==> src/sv/hslh_pkg.sv <==
`timescale 1ns / 1ps
// ---------------------------------------------------------------------------
// hslh_pkg
// shared constants, request codes and control structs of the hsl histogram
// ---------------------------------------------------------------------------
package hslh_pkg;

    localparam int BIN_COUNT  = 256;
    localparam int COUNT_BITS = 32;
    localparam int PIX_BITS   = 8;
    localparam int FIELD_BITS = 32;
    localparam int IDX_BITS   = (BIN_COUNT > 1) ? $clog2(BIN_COUNT) : 1;
    localparam int SUM_BITS   = COUNT_BITS + PIX_BITS;
    localparam int QUO_BITS   = PIX_BITS;
    localparam int STEP_BITS  = $clog2(QUO_BITS);

    localparam logic [COUNT_BITS-1:0] COUNT_MAX = {COUNT_BITS{1'b1}};

    typedef logic [1:0] req_t;

    localparam req_t REQ_ADD   = 2'd0;
    localparam req_t REQ_CLEAR = 2'd1;
    localparam req_t REQ_READ  = 2'd2;
    localparam req_t REQ_MEAN  = 2'd3;

    // per-bank strobes for one cycle
    typedef struct packed {
        logic rd_en;
        logic wr_en;
        logic clr;
    } bank_ctl_t;

    typedef struct packed {
        logic busy;
        logic done;
    } div_stat_t;

    function automatic logic in_range(input logic [PIX_BITS-1:0] v);
        logic [PIX_BITS:0] wide;
        wide = {1'b0, v};
        return wide < (PIX_BITS + 1)'(BIN_COUNT);
    endfunction

endpackage

==> src/sv/hslh_mean_div.sv <==
`timescale 1ns / 1ps
// ---------------------------------------------------------------------------
// hslh_mean_div
// restoring divider, one quotient bit per cycle, sum over total
// ---------------------------------------------------------------------------
module hslh_mean_div
(
    input  logic                                clk,
    input  logic                                rst_n,
    input  logic                                start,
    input  logic                                ack,
    input  logic [hslh_pkg::SUM_BITS-1:0]       sum,
    input  logic [hslh_pkg::COUNT_BITS-1:0]     total,
    output hslh_pkg::div_stat_t                 stat,
    output logic [hslh_pkg::QUO_BITS-1:0]       quotient
);

    typedef enum logic [2:0]
    {
        DIV_IDLE = 3'b001,
        DIV_RUN  = 3'b010,
        DIV_DONE = 3'b100
    } div_state_t;

    div_state_t                       state_reg;
    div_state_t                       state_next;
    logic [hslh_pkg::SUM_BITS-1:0]    rem_reg;
    logic [hslh_pkg::SUM_BITS-1:0]    dsh_reg;
    logic [hslh_pkg::QUO_BITS-1:0]    quo_reg;
    logic [hslh_pkg::STEP_BITS-1:0]   step_reg;
    logic                             ge;

    assign ge       = rem_reg >= dsh_reg;
    assign quotient = quo_reg;
    assign stat.busy = (state_reg != DIV_IDLE);
    assign stat.done = (state_reg == DIV_DONE);

    always_comb
    begin
        state_next = state_reg;
        case (state_reg)
            DIV_IDLE:
            begin
                if (start)
                begin
                    state_next = (total == '0) ? DIV_DONE : DIV_RUN;
                end
            end
            DIV_RUN:
            begin
                if (step_reg == '0)
                begin
                    state_next = DIV_DONE;
                end
            end
            DIV_DONE:
            begin
                if (ack)
                begin
                    state_next = DIV_IDLE;
                end
            end
            default:
            begin
                state_next = DIV_IDLE;
            end
        endcase
    end

    always_ff @(posedge clk or negedge rst_n)
    begin
        if (!rst_n)
        begin
            state_reg <= DIV_IDLE;
        end
        else
        begin
            state_reg <= state_next;
        end
    end

    // quotient fits in QUO_BITS since every pixel adds less than 2^QUO_BITS
    always_ff @(posedge clk)
    begin
        if ((state_reg == DIV_IDLE) && start)
        begin
            rem_reg  <= sum;
            dsh_reg  <= hslh_pkg::SUM_BITS'(total) << (hslh_pkg::QUO_BITS - 1);
            quo_reg  <= '0;
            step_reg <= hslh_pkg::STEP_BITS'(hslh_pkg::QUO_BITS - 1);
        end
        else if (state_reg == DIV_RUN)
        begin
            if (ge)
            begin
                rem_reg <= rem_reg - dsh_reg;
            end
            quo_reg  <= {quo_reg[hslh_pkg::QUO_BITS-2:0], ge};
            dsh_reg  <= dsh_reg >> 1;
            step_reg <= step_reg - 1'b1;
        end
    end

endmodule

==> config.mk <==
export PLATFORM = sky130hd
export DESIGN_NAME = hslh_mean_div
export DESIGN_NICKNAME = d
export VERILOG_FILES = /design/src/sv/hslh_pkg.sv /design/src/sv/hslh_mean_div.sv
export SDC_FILE = /design/constraint.sdc
export NUM_CORES = 1
export LEC_CHECK = 0
export ABC_CLOCK_PERIOD_IN_PS = 4700
export BUFFER_PORTS_ARGS = -buffer_cell sky130_fd_sc_hd__clkbuf_2
export CAP_MARGIN = 10
export CORE_ASPECT_RATIO = 1.25
export CORE_MARGIN = 2
export CORE_UTILIZATION = 30
export CTS_CLUSTER_DIAMETER = 30
export DETAILED_ROUTE_END_ITERATION = 7
export PLACE_DENSITY_LB_ADDON = 0.05
export REMOVE_ABC_BUFFERS = 1
export SETUP_SLACK_MARGIN = 0.15
export SLEW_MARGIN = 20
export SYNTH_ARGS = -nofsm -noshare
export SYNTH_HDL_FRONTEND = slang
export SYNTH_SLANG_ARGS = --single-unit
==> constraint.sdc <==
create_clock -name clk -period 4.7 [get_ports clk]
set_clock_uncertainty 0.1 [all_clocks]
set_input_delay 0.94 -clock clk [delete_from_list [all_inputs] [get_ports clk]]
set_output_delay 0.94 -clock clk [all_outputs]
set_load 0.005 [all_outputs]
# Word-level counts from Yosys, hierarchy flattened
# Index checks and enable logic that the tools add are counted.
[classes]
n_addsub = 2
magnitude_cmp = 1
n_eq_ne = 7
muxes = 10
reduce_logical = 7
[ops]
columns = ["op", "count"]
rows = [
  ["2-to-1 mux 40 bit", 3],
  ["2-to-1 mux 39 bit", 2],
  [">= comparator 40 x 39 -> 1 bit", 1],
  ["subtractor 40 x 39 -> 40 bit", 1],
  ["zero test 32 bit", 1],
  ["2-to-1 mux 3 bit", 4],
  ["case mux 3 bit (3 select lines)", 1],
  ["!= test 2 bit (second input constant)", 3],
  ["nonzero test 2 bit", 2],
  ["== test 3 x 1 -> 1 bit (second input constant)", 1],
  ["== test 3 x 2 -> 1 bit (second input constant)", 1],
  ["== test 3 bit (second input constant)", 1],
  ["zero test 3 bit", 1],
  ["!= test 3 x 1 -> 1 bit (second input constant)", 1],
  ["AND reduction 3 bit", 1],
  ["subtractor 3 x 1 -> 3 bit (second input constant)", 1],
  ["AND reduction 2 bit", 1],
  ["logical AND 1 bit", 1],
]
[word_totals]
reg_bits = 93
inputBits = 76
out_inout_bits = 10
wordCells = 33

# Logic depth before layout (Yosys ltp)
[logic_depth]
word_depth = 4
depth_mapped = 12
ltp_nobuf = 12

# Least setup slack after synthesis
# Ideal clock, no wire load.
[synth_path]
path_type = "input -> register"
from = "input start"
to = "register rem_reg[0] in the netlist's numbering, enable pin"
setup_ps = 438
arrival_ps = 3907
t_required_ps = 4162
slack_ps = 255
path_stages = 6
path_buffers = 1
cell_sequence = "and3_1 > clkbuf_1 > nor2_1 > inv_1 > nand2_1 > nor2_1"
[synth_via]
elab_chain_len = 3
elab_cells_between_ends = 4
cone_classes = "reduce/logical (4)"
[synth_rtl]
columns = ["item", "line", "rtl"]
rows = [
  ["start, declared", "hslh_mean_div.sv:10", "input logic start,"],
  ["logical AND 1 bit *", "hslh_mean_div.sv:85", "if ((state_reg == DIV_IDLE) && start)"],
  ["nonzero test 2 bit (no line)", "-", ""],
  ["AND reduction 2 bit (no line) *", "-", ""],
  ["end signal, assigned", "hslh_mean_div.sv:87", "rem_reg <= sum;"],
  ["end signal, assigned", "hslh_mean_div.sv:96", "rem_reg <= rem_reg - dsh_reg;"],
  ["end, declared", "hslh_mean_div.sv:27", "logic [hslh_pkg::SUM_BITS-1:0] rem_reg;"],
]
# Mark *: on every way between the ends. The rest lies on a longest branch, timed or not.
# A chain may end at the register's enable or synchronous reset.

# Worst setup path in the final report
[layout_path]
from = "register rem_reg[8] in the netlist's numbering"
to = "register rem_reg[20] in the netlist's numbering, enable pin"
[layout_via]
elab_chain_len = 3
[layout_rtl]
columns = ["item", "line", "rtl"]
rows = [
  [">= comparator 40 x 39 -> 1 bit", "hslh_mean_div.sv:33", "assign ge = rem_reg >= dsh_reg;"],
  ["nonzero test 2 bit (no line)", "-", ""],
  ["AND reduction 2 bit (no line)", "-", ""],
]
# No other way between the ends.

==> metrics.txt <==
outcome complete, no violations; Power Density 928 nW/um^2; total track usage 0.169; Yosys Warn Count 0; hold crit path type in -> async; vias in the first global route 5750; Crit path max-delay family compound AO/OA/AOI/OAI gates; max-slew violations 0; CTS tree built; crit-path max cell delay 410 ps; initial drt markers 235; peak supply drop 0.000311 V; Worst Tran Pin Value 754 ps; DRT antenna net count 0; Sink Count 93; GP Congestion 0.836; Unique masters post-synth 62; root buf cell clkbuf_16; Inserted Diodes 0; asr flop ratio synth 0.0323; Num CTS Buffers 9; Hold-fix buffers, CTS 0; Post-synth EDFFs 72; DRC Markers 0; Mapped Cells 746; register area share after synthesis 0.406; Core Util, Final 0.352; largest cells by area after synthesis edfxtp_1 (34%), ha_1 (8.0%), nand2_1 (6.9%); Synth top area share 0.338; Layout area overhead 15.0%; largest net degree at the start of global routing 65; final WL 18.5 mm; crit path kind reg -> reg; unrepaired setup endpoints after global routing no; Initial Util 0.306; max FFs per register 40; CP max FO 28; input/output buffers 85; I/O pins 86; Main synth FF type edfxtp_1; routed len/inst 17.0 um; Mapped Area 6390 um^2; crit path buf inv count 1; Mean Syn Cell Area 8.57 um^2; Die Width 135 um; Leakage 2.93 nW; nets 929; clk_lat worst skew 350 ps; GRT overflow 0; Peak Freq 307 MHz; fraction of layout cells with a size suffix above 1 0.168; CP cell instances ha_1 -> nand4_1 -> a21oi_2 -> a211oi_2 -> o311ai_4 -> a21oi_1 -> o21a_1 -> nor2_4 -> buf_12; DP HPWL 13.7 mm; Slew headroom 0.497; Yosys reg bits 93; Worst setup EP type flip-flop; area of the multi-input gates 3430 um^2; # rows 59; die height 167 um; setup bufs post-CTS 0; clk buf depth 2; final setup fails 0; dpl cell area 7070 um^2; clock transition at the registers of the reported paths 70 ps; startpoint class of the critical path flip-flop; Finished Cell Area 7360 um^2; global-route wire length before repair 29.8 mm; initial antenna violation count 0; most frequent cells after synthesis nand2_1 (117), a21oi_1 (83), edfxtp_1 (72); Die Area 22500 um^2; via count 5499; Required @ worst endpoint 4640 ps; Placed Cells 1074; total iterations of the first detailed-routing run 4; max_cap viols 0; Tcrit/Tclk final 0.693; post-cts sizing count 0; FF/Latch Area 2600 um^2; TNS Setup 0 ps; Final Hold Vio Count 0; Vias/cell 5.04; slowest stage cell, crit path nor2_4; fillcell total 2180; area leader, netlist edfxtp_1; Critical Path AT 3200 ps; Finished Layout Cells 1090; H-tree depth 3; core area 20900 um^2; most frequent cell after synthesis nand2_1; fin crit period 3260 ps
## per-stage QoR
| stage | setup WS [ps] | power [mW] | hold slack, ps |
|---|---|---|---|
| detailed placement | 1410 | 6.11 | 358 |
| floorplan | -944 | 4.96 | 340 |
| global placement | 1490 | 6.09 | 342 |
| CTS | 1400 | 6.89 | 261 |
| global route | 1200 | 7.48 | 255 |
| finish | 1440 | 6.83 | 279 |
## layout by cell type (no fill, tap or decap), types with 16 or more instances in the layout
cell	count
clkbuf_2	85
a21o_1	17
nor2_1	64
a21oi_1	83
dfxtp_1	18
inv_1	56
xnor2_1	20
nand3_1	16
edfxtp_1	72
ha_1	41
o21ai_0	63
nand2_1	117
## worst register-to-register path, stage by stage, from the launching register on
cell	delay (ps)
edfxtp_1	380
ha_1	390
nand4_1	230
a21oi_2	230
a211oi_2	130
o311ai_4	390
a21oi_1	150
o21a_1	240
nor2_4	420
buf_12	290
## worst paths after layout
kind	startpoint	to	slack [ps]	cells past startpoint
setup / recovery	rem_reg[8]	rem_reg[20]	1440	9
hold / removal	rst_n	state_reg[1]	280	1
setup reg to reg	rem_reg[8]	rem_reg[20]	1440	9
max in group asynchronous	rst_n	state_reg[0]	4020	1
hold reg to reg	dsh_reg[0]	dsh_reg[0]	370	2
min in group clk	dsh_reg[0]	dsh_reg[0]	370	2
## metal layers
| metal | up-vias | global-route usage | share of wire |
|---|---|---|---|
| met2 | 90 | 0.307 | 0.51 |
| met1 | 2612 | 0.202 | 0.44 |
| met3 | 20 | 0.0303 | 0.030 |
| li1 | 2777 | - | - |
| met5 | - | 0 | 0 |
| met4 | 0 | 0.0494 | 0.018 |
## power by group
part	leakage [nW]	switching [mW]	internal, mW	total [mW]
combinational	1.92	2.78	1.65	4.44
clock	0.143	0.329	0.409	0.738
sequential	0.869	0.130	1.52	1.65
total	2.93	3.24	3.58	6.83
## cell families (layout without fill, tap and decap cells)
logic type,count (synthesis),after routing,share of synthesized area
AND/OR/NAND/NOR,258,258,0.179
adder cells (fa/ha/maj),42,42,0.0833
multiplexers,2,2,0.00313
AO/OA/AOI/OAI,226,226,0.225
XOR/XNOR,32,32,0.0438
flip-flops,93,93,0.406
buffers and inverters,93,163,0.0591
## final cells by class
class                           instances  share of cell area
Sequential cell                        93               0.353
Inverter                               56              0.0286
Clock buffer                           14              0.0374
Multi-Input combinational cell        560               0.466
Clock inverter                          2             0.00204
Timing Repair Buffer                   91              0.0656
Tap cell                              274              0.0466
Power figures use the tool's default switching activity.
